$ cat config.mk
export PLATFORM = sky130hd
export DESIGN_NAME = zobrist_position_hash_unit
export DESIGN_NICKNAME = d
export VERILOG_FILES = /design/src/rtl/zph_pkg.sv /design/src/rtl/zph_front.sv /design/src/rtl/zph_queue.sv /design/src/rtl/zph_back.sv /design/src/rtl/zobrist_position_hash_unit.sv
export SDC_FILE = /design/constraint.sdc
export NUM_CORES = 2
export LEC_CHECK = 0
export CAP_MARGIN = 5
export CELL_PAD_IN_SITES_DETAIL_PLACEMENT = 1
export CELL_PAD_IN_SITES_GLOBAL_PLACEMENT = 1
export CORE_MARGIN = 2
export CORE_UTILIZATION = 50
export CTS_CLUSTER_SIZE = 28
export DETAILED_ROUTE_END_ITERATION = 10
export DONT_BUFFER_PORTS = 1
export PLACE_DENSITY = 0.82
export SLEW_MARGIN = 20
export SYNTH_ARGS = -nofsm -noshare
export SYNTH_HDL_FRONTEND = slang
export SYNTH_SLANG_ARGS = --single-unit
$ cat constraint.sdc
create_clock -name aclk -period 15.6 [get_ports aclk]
set_clock_uncertainty 0.15 [all_clocks]
set_input_delay 0 -clock aclk [delete_from_list [all_inputs] [get_ports aclk]]
set_output_delay 0 -clock aclk [all_outputs]
set_load 0.03 [all_outputs]
$ cat src/rtl/zph_pkg.sv
// zph_pkg: shared constants and types of the zobrist position hash unit
// key numbering, splitmix64 constants and the key job word passed front to back
// no dependencies
package zph_pkg;

    localparam int SQUARES     = 64;
    localparam int PIECE_CODES = 16;

    localparam logic [63:0] KEY_SEED  = 64'h6a09e667f3bcc909;
    localparam logic [63:0] KEY_GAMMA = 64'h9e3779b97f4a7c15;
    localparam logic [63:0] MIX_MUL_A = 64'hbf58476d1ce4e5b9;
    localparam logic [63:0] MIX_MUL_B = 64'h94d049bb133111eb;

    localparam int MIX_SHIFT_A   = 30;
    localparam int MIX_SHIFT_B   = 27;
    localparam int MIX_SHIFT_OUT = 31;

    // key numbers run up to the side-to-move key
    localparam int KEY_NUM_W = 11;
    localparam logic [KEY_NUM_W-1:0] CASTLE_BASE  = KEY_NUM_W'(PIECE_CODES * SQUARES);
    localparam logic [KEY_NUM_W-1:0] EP_BASE      = KEY_NUM_W'(PIECE_CODES * SQUARES + 16);
    localparam logic [KEY_NUM_W-1:0] SIDE_KEY_NUM =
        KEY_NUM_W'(PIECE_CODES * SQUARES + 16 + SQUARES);

    localparam int QUEUE_DEPTH_DEFAULT = 4;

    localparam int IN_TDATA_W  = 24;
    localparam int OUT_TDATA_W = 64;

    // one key to generate and fold in; emit marks the final key of a position
    typedef struct packed {
        logic [KEY_NUM_W-1:0] key_num;
        logic                 emit;
    } zph_job_t;

endpackage

$ cat src/rtl/zph_front.sv
// zph_front: accepts square words, holds the empty code and splits each word
// into key jobs (piece, castling, en passant, side to move)
// depends on zph_pkg
module zph_front import zph_pkg::*; (
    input  logic                  aclk,
    input  logic                  aresetn,
    input  logic                  cfg_we,
    input  logic [3:0]            cfg_wdata,
    input  logic                  s_axis_tvalid,
    output logic                  s_axis_tready,
    input  logic [IN_TDATA_W-1:0] s_axis_tdata,
    input  logic                  s_axis_tlast,
    output zph_job_t              job,
    output logic                  job_valid,
    input  logic                  job_ready
);

    logic [3:0] empty_code_reg;
    logic [3:0] pend_reg, pend_next;
    logic       last_reg, last_next;
    logic [9:0] piece_sq_reg;
    logic [3:0] castling_reg;
    logic [5:0] ep_sq_reg;
    logic       accept;
    logic [3:0] new_mask;
    logic [3:0] sel;

    assign s_axis_tready = (pend_reg == 4'b0000);
    assign accept        = s_axis_tvalid && s_axis_tready;

    // bit 0 piece key, bit 1 castling, bit 2 en passant, bit 3 side to move
    always_comb begin
        new_mask[0] = (s_axis_tdata[3:0] != empty_code_reg);
        new_mask[1] = s_axis_tlast;
        new_mask[2] = s_axis_tlast && s_axis_tdata[14];
        new_mask[3] = s_axis_tlast && s_axis_tdata[21];
    end

    assign sel       = pend_reg & 4'(~pend_reg + 4'd1);
    assign job_valid = (pend_reg != 4'b0000);

    always_comb begin
        case (sel)
            4'b0001: job.key_num = {1'b0, piece_sq_reg};
            4'b0010: job.key_num = CASTLE_BASE + {7'b0, castling_reg};
            4'b0100: job.key_num = EP_BASE + {5'b0, ep_sq_reg};
            default: job.key_num = SIDE_KEY_NUM;
        endcase
        job.emit = last_reg && ((pend_reg & ~sel) == 4'b0000);
    end

    always_comb begin
        pend_next = pend_reg;
        last_next = last_reg;
        if (accept) begin
            pend_next = new_mask;
            last_next = s_axis_tlast;
        end else if (job_valid && job_ready) begin
            pend_next = pend_reg & ~sel;
        end
    end

    always_ff @(posedge aclk) begin
        if (!aresetn) begin
            empty_code_reg <= 4'd0;
            pend_reg       <= 4'b0000;
            last_reg       <= 1'b0;
        end else begin
            if (cfg_we) begin
                empty_code_reg <= cfg_wdata;
            end
            pend_reg <= pend_next;
            last_reg <= last_next;
        end
    end

    always_ff @(posedge aclk) begin
        if (accept) begin
            piece_sq_reg <= {s_axis_tdata[3:0], s_axis_tdata[9:4]};
            castling_reg <= s_axis_tdata[13:10];
            ep_sq_reg    <= s_axis_tdata[20:15];
        end
    end

endmodule

$ cat src/rtl/zph_queue.sv
// zph_queue: short job queue between the front and the key generator
// depends on zph_pkg
module zph_queue import zph_pkg::*; #(
    parameter int DEPTH = QUEUE_DEPTH_DEFAULT
) (
    input  logic     aclk,
    input  logic     aresetn,
    input  zph_job_t push_job,
    input  logic     push_valid,
    output logic     push_ready,
    output zph_job_t pop_job,
    output logic     pop_valid,
    input  logic     pop_ready
);

    localparam int PTR_W = $clog2(DEPTH);
    localparam int CNT_W = $clog2(DEPTH + 1);

    zph_job_t           entry_reg [DEPTH];
    logic [PTR_W-1:0]   wr_ptr_reg;
    logic [PTR_W-1:0]   rd_ptr_reg;
    logic [CNT_W-1:0]   count_reg;
    logic               do_push;
    logic               do_pop;

    assign push_ready = (count_reg != CNT_W'(DEPTH));
    assign pop_valid  = (count_reg != '0);
    assign pop_job    = entry_reg[rd_ptr_reg];
    assign do_push    = push_valid && push_ready;
    assign do_pop     = pop_valid && pop_ready;

    always_ff @(posedge aclk) begin
        if (!aresetn) begin
            wr_ptr_reg <= '0;
            rd_ptr_reg <= '0;
            count_reg  <= '0;
        end else begin
            if (do_push) begin
                wr_ptr_reg <= (wr_ptr_reg == PTR_W'(DEPTH - 1)) ? '0 : wr_ptr_reg + 1'b1;
            end
            if (do_pop) begin
                rd_ptr_reg <= (rd_ptr_reg == PTR_W'(DEPTH - 1)) ? '0 : rd_ptr_reg + 1'b1;
            end
            if (do_push && !do_pop) begin
                count_reg <= count_reg + 1'b1;
            end else if (do_pop && !do_push) begin
                count_reg <= count_reg - 1'b1;
            end
        end
    end

    always_ff @(posedge aclk) begin
        if (do_push) begin
            entry_reg[wr_ptr_reg] <= push_job;
        end
    end

endmodule

$ cat src/rtl/zph_back.sv
// zph_back: splitmix64 key generator on one shared 32x32 multiplier,
// the hash accumulator and the output register
// depends on zph_pkg
module zph_back import zph_pkg::*; (
    input  logic                   aclk,
    input  logic                   aresetn,
    input  zph_job_t               job,
    input  logic                   job_valid,
    output logic                   job_ready,
    output logic                   m_axis_tvalid,
    input  logic                   m_axis_tready,
    output logic [OUT_TDATA_W-1:0] m_axis_tdata
);

    typedef enum logic [3:0] {
        ST_IDLE = 4'b0001,
        ST_MUL  = 4'b0010,
        ST_LOAD = 4'b0100,
        ST_DONE = 4'b1000
    } back_state_t;

    back_state_t state_reg, state_next;
    logic [1:0]  stage_reg, stage_next;
    logic [1:0]  step_reg, step_next;
    logic        emit_reg, emit_next;
    logic [63:0] x_reg, x_next;
    logic [63:0] z_reg, z_next;
    logic [63:0] prod_reg, prod_next;
    logic [63:0] acc_reg, acc_next;
    logic [63:0] out_reg, out_next;
    logic        out_valid_reg, out_valid_next;

    logic [63:0] mix_const;
    logic [31:0] mul_a;
    logic [31:0] mul_b;
    logic [63:0] addend;
    logic [63:0] key;

    assign job_ready     = (state_reg == ST_IDLE);
    assign m_axis_tvalid = out_valid_reg;
    assign m_axis_tdata  = out_reg;

    always_comb begin
        case (stage_reg)
            2'd0:    mix_const = KEY_GAMMA;
            2'd1:    mix_const = MIX_MUL_A;
            default: mix_const = MIX_MUL_B;
        endcase
    end

    // low 64 bits of x * c from three partial products, one per cycle
    assign mul_a  = (step_reg == 2'd2) ? x_reg[63:32] : x_reg[31:0];
    assign mul_b  = (step_reg == 2'd1) ? mix_const[63:32] : mix_const[31:0];
    assign addend = (step_reg == 2'd1) ? prod_reg : {prod_reg[31:0], 32'b0};
    assign key    = z_reg ^ (z_reg >> MIX_SHIFT_OUT);

    always_comb begin
        state_next     = state_reg;
        stage_next     = stage_reg;
        step_next      = step_reg;
        emit_next      = emit_reg;
        x_next         = x_reg;
        z_next         = z_reg;
        prod_next      = prod_reg;
        acc_next       = acc_reg;
        out_next       = out_reg;
        out_valid_next = out_valid_reg;

        if (out_valid_reg && m_axis_tready) begin
            out_valid_next = 1'b0;
        end

        case (state_reg)
            ST_IDLE: begin
                if (job_valid) begin
                    x_next     = 64'(job.key_num) + 64'd1;
                    z_next     = KEY_SEED;
                    stage_next = 2'd0;
                    step_next  = 2'd0;
                    emit_next  = job.emit;
                    state_next = ST_MUL;
                end
            end
            ST_MUL: begin
                prod_next = mul_a * mul_b;
                if (step_reg != 2'd0) begin
                    z_next = z_reg + addend;
                end
                step_next = step_reg + 2'd1;
                if (step_reg == 2'd3) begin
                    state_next = (stage_reg == 2'd2) ? ST_DONE : ST_LOAD;
                end
            end
            ST_LOAD: begin
                if (stage_reg == 2'd0) begin
                    x_next = z_reg ^ (z_reg >> MIX_SHIFT_A);
                end else begin
                    x_next = z_reg ^ (z_reg >> MIX_SHIFT_B);
                end
                z_next     = 64'd0;
                step_next  = 2'd0;
                stage_next = stage_reg + 2'd1;
                state_next = ST_MUL;
            end
            ST_DONE: begin
                if (!emit_reg) begin
                    acc_next   = acc_reg ^ key;
                    state_next = ST_IDLE;
                end else if (!out_valid_reg || m_axis_tready) begin
                    out_next       = acc_reg ^ key;
                    out_valid_next = 1'b1;
                    acc_next       = 64'd0;
                    state_next     = ST_IDLE;
                end
            end
            default: begin
                state_next = ST_IDLE;
            end
        endcase
    end

    always_ff @(posedge aclk) begin
        if (!aresetn) begin
            state_reg     <= ST_IDLE;
            stage_reg     <= 2'd0;
            step_reg      <= 2'd0;
            emit_reg      <= 1'b0;
            acc_reg       <= 64'd0;
            out_valid_reg <= 1'b0;
        end else begin
            state_reg     <= state_next;
            stage_reg     <= stage_next;
            step_reg      <= step_next;
            emit_reg      <= emit_next;
            acc_reg       <= acc_next;
            out_valid_reg <= out_valid_next;
        end
    end

    always_ff @(posedge aclk) begin
        x_reg    <= x_next;
        z_reg    <= z_next;
        prod_reg <= prod_next;
        out_reg  <= out_next;
    end

endmodule

$ cat src/rtl/zobrist_position_hash_unit.sv
// Zobrist position hash unit. Squares stream in one word each; an occupied square
// (piece code other than the programmed empty code) folds the splitmix64 key for
// its piece and square into a 64-bit hash, and the word marked tlast also folds in
// the castling key, the en passant key when valid and the side-to-move key when
// black is to move, then returns the hash as one output word and clears it for
// the next position. Keys are generated on the fly by one shared 32x32 multiplier:
// each key takes three 64-bit mix multiplies of three partial products each, plus
// load and finish steps, and the back end takes no new key until it has finished
// the last one. The front end takes no new square until it has queued every key
// job of the last one; with the job queue (QUEUE_DEPTH entries) full it waits for
// the back end. The user must write empty_code through cfg_we/cfg_wdata only
// while no position is in flight; the block itself does not enforce this.
// depends on zph_pkg, zph_front, zph_queue, zph_back
module zobrist_position_hash_unit import zph_pkg::*; #(
    parameter int QUEUE_DEPTH = QUEUE_DEPTH_DEFAULT
) (
    input  logic                   aclk,
    input  logic                   aresetn,
    input  logic                   cfg_we,
    input  logic [3:0]             cfg_wdata,     // empty_code
    input  logic                   s_axis_tvalid,
    output logic                   s_axis_tready,
    // piece_code[3:0], square_index[9:4], castle_bits[13:10], ep_valid[14],
    // ep_square[20:15], black_to_move[21], zero[23:22]
    input  logic [IN_TDATA_W-1:0]  s_axis_tdata,
    input  logic                   s_axis_tlast,  // last_square
    output logic                   m_axis_tvalid,
    input  logic                   m_axis_tready,
    output logic [OUT_TDATA_W-1:0] m_axis_tdata   // position_key[63:0]
);

    zph_job_t front_job;
    logic     front_valid;
    logic     front_ready;
    zph_job_t back_job;
    logic     back_valid;
    logic     back_ready;

    zph_front u_front (
        .aclk          (aclk),
        .aresetn       (aresetn),
        .cfg_we        (cfg_we),
        .cfg_wdata     (cfg_wdata),
        .s_axis_tvalid (s_axis_tvalid),
        .s_axis_tready (s_axis_tready),
        .s_axis_tdata  (s_axis_tdata),
        .s_axis_tlast  (s_axis_tlast),
        .job           (front_job),
        .job_valid     (front_valid),
        .job_ready     (front_ready)
    );

    zph_queue #(
        .DEPTH (QUEUE_DEPTH)
    ) u_queue (
        .aclk       (aclk),
        .aresetn    (aresetn),
        .push_job   (front_job),
        .push_valid (front_valid),
        .push_ready (front_ready),
        .pop_job    (back_job),
        .pop_valid  (back_valid),
        .pop_ready  (back_ready)
    );

    zph_back u_back (
        .aclk          (aclk),
        .aresetn       (aresetn),
        .job           (back_job),
        .job_valid     (back_valid),
        .job_ready     (back_ready),
        .m_axis_tvalid (m_axis_tvalid),
        .m_axis_tready (m_axis_tready),
        .m_axis_tdata  (m_axis_tdata)
    );

endmodule
==> impl_metrics.ini <==
[route]
route.detailed.wl_per_inst_um = 28.1
route.final.wire_length_um = 187000
first_pass_iteration_count_of_the_detailed_router = 6
initialDrtViolationCount = 3496
drc = 0
via_density_per_instance = 6.02
vias = 40100
final_antenna_net_count = 0

[critical_path]
crit_path_capture_type = flip-flop
criticalPathCategory = reg2reg
path_max_fanout = 43
critical_path.startpoint_type = flip-flop
critical_path.slowest_cell = a21oi_1
arrival_time_at_the_worst_endpoint_ns = 11.92
worst-endpoint-required_ns = 15.75
start_of_the_worst_register_to_register_path = u_back.stage_reg[0]
slowest_delay_ns = 1.04
timing.critical_path.from = u_back.stage_reg[0]

[floorplan]
ios = 100
design.die.area_mm2 = 0.107
fp.dieW_um = 328
core_mm2 = 0.104
initial_core_util = 0.505
core.rowCount = 118
die_h_um = 328

[synth]
synth.top_cells.by_area = fa_1, edfxtp_1, ha_1
synthDominantAreaCellType = fa_1
ys_types = 79
synth_nets = 6610
ys_async_sr_fraction = 0
top_count_cell_post_synth = inv_1
ys_ff_latch = 416
yosys_warnings = 0
yosys.area.top_type_share = 0.343
syn_avg_cell_area_um2 = 9.82
synth-edff-count = 324
cell_area_after_technology_mapping_mm2 = 0.0524
synth.cells.most_frequent = inv_1, fa_1, nor2_1
synth.yosys.seq_area_share = 0.221
synthFlopType = edfxtp_1
post_synth_inst_count = 5334

[cells_and_area]
nets = 6516
final_layout_size_suffix_gt1_frac = 0.0480
layout.filler_cells = 11500
areaGrowthSynthToFinish_pct = 6.34

[grt]
globalRoute.totalOverflow = 0
number_of_antenna_violations_at_the_first_check_in_global_routing = 1
global_route.usage.total = 0.353
pin_count_of_the_biggest_net_entering_global_routing = 68
grt_pass1_wl_um = 279000
first_global_vias = 44800

[cts]
post_cts_resize_count = 0
clk_pin_slew_ns = 0.07
clock_sink_count = 416
cts_inserted_buffers = 39
cts_htree_levels = 2
cts_tree = built
clock_insertion_delay_worst_skew_ns = 0.56
buffers_from_clock_root_to_sink_at_most = 3
cts_root_buf = clkbuf_16

[timing]
setup_viol_count_final = 0
timing.final.crit_period_ns = 11.77
grt_setup_unrepaired = no
slew_headroom = 0.158
achievable_freq_mhz = 85.0
timing_worst_slew_pin_value_ns = 1.26
timing.setup.tns_ns = 0
final-hold-violation-count = 0
final_min_period_over_clock_period = 0.755
post-route-worst-setup-slack_ns = 3.83
final_max_slew_viol_count = 0

[placement]
numPortBuffers = 0
place_congestion = 0.997
dp_worst_setup_slack_ns = 4.38
dpl.hpwl_um = 143000

[job]
drv.max_cap_violation_count = 0

[hold_path]
min_delay_path_class = in2reg
timing.hold.worst.start = cfg_we

[run_status]
outcome = finished, final reports clean
[kinds of logic (layout without fill, tap and decap cells)]
| group | after synthesis | in the layout | synth area share |
|---|---|---|---|
| simple gates | 1411 | 1411 | 0.116 |
| buf+inv | 1280 | 1217 | 0.0921 |
| fa+ha+maj | 1242 | 1242 | 0.425 |
| compound gates | 604 | 604 | 0.0753 |
| flops | 416 | 416 | 0.221 |
| xor+xnor | 261 | 261 | 0.0436 |
| mux | 120 | 120 | 0.0271 |
| other cells | 0 | 2 | 0 |
[area by class of cell]
class                      count  area (µm²)  share of cell area
multi-input combinational   3638       36200               0.649
sequential                   416       11600               0.208
inverter                    1025        3850              0.0691
tap                         1380        1730              0.0310
timing repair buffer         120        1070              0.0191
clock buffer                  49        1040              0.0188
clock inverter                23         275             0.00494
antenna                        2        5.00           0.0000898
[final timing paths]
kind	depth (start not counted)	slack [ns]	end
max	34	3.83	u_back.prod_reg[63]
min reg2reg	2	0.37	u_back.acc_reg[59]
max reg2reg	34	3.83	u_back.prod_reg[63]
min	3	0.04	u_front.empty_code_reg[1]
[per-stage QoR]
step | instances | utilization | hold slack [ns] | instance area (µm²)
floorplan | 5334 | - | -0.0511 | 52400
global placement | 6521 | 0.518 | -0.0641 | 53800
detailed placement | 6521 | 0.518 | -0.0598 | 53800
CTS | 6650 | 0.536 | 0.0103 | 55700
global route | 6651 | 0.537 | 0.0264 | 55700
finish | 6653 | 0.537 | 0.0359 | 55700
[critical path, delay by kind of cell, from the launching register on]
family | cells | cell delay (ns)
buf+inv | 10 | 1.71
compound gates | 9 | 3.50
simple gates | 4 | 0.78
xor+xnor | 1 | 0.09
fa+ha+maj | 10 | 4.82
flops | 1 | 0.41
[layer usage]
metal	track usage	vias to the layer above	part of all wire
li1	-	16500	-
met1	0.427	20800	0.36
met2	0.555	2030	0.46
met3	0.0973	742	0.10
met4	0.230	2	0.080
met5	0	-	0.000064
[placed cells by master, fill, tap and decap left out, types with 9 or more instances in the layout]
| cell | synthesis | final |
|---|---|---|
| a21o_1 | 93 | 93 |
| ha_1 | 344 | 340 |
| clkinv_2 | 0 | 10 |
| inv_1 | 1015 | 1014 |
| xor2_1 | 113 | 113 |
| dlygate4sd3_1 | 0 | 56 |
| a31oi_1 | 16 | 16 |
| a22oi_1 | 70 | 70 |
| fa_1 | 898 | 898 |
| xnor2_1 | 148 | 148 |
| and3_1 | 16 | 16 |
| or3_1 | 9 | 9 |
| mux4_2 | 12 | 12 |
| clkbuf_16 | 0 | 40 |
| o21a_1 | 17 | 17 |
| dfxtp_1 | 92 | 92 |
| o21ai_1 | 20 | 17 |
| nand4_1 | 43 | 43 |
| nor2_1 | 564 | 562 |
| nor2b_1 | 61 | 60 |
| a21boi_0 | 11 | 10 |
| and2_1 | 78 | 78 |
| nor3_1 | 21 | 21 |
| mux2i_1 | 52 | 47 |
| nand2_1 | 528 | 525 |
| o21bai_1 | 25 | 25 |
| mux2_2 | 56 | 56 |
| a211oi_1 | 11 | 11 |
| a21oi_1 | 155 | 149 |
| o21ai_0 | 107 | 106 |
| nand3_1 | 44 | 44 |
| buf_4 | 1 | 62 |
| nand2b_1 | 16 | 15 |
| clkinv_1 | 10 | 12 |
| edfxtp_1 | 324 | 324 |
[repair_timing]
item / CTS / global route
hold buffers: 57 / 0
setup buffers: 0 / 0
endpoints found under the hold margin: 120 / 0
Power is left out: the tool's default activity adds up to more than one toggle a clock period on the data nets, which glitch-free logic cannot reach.
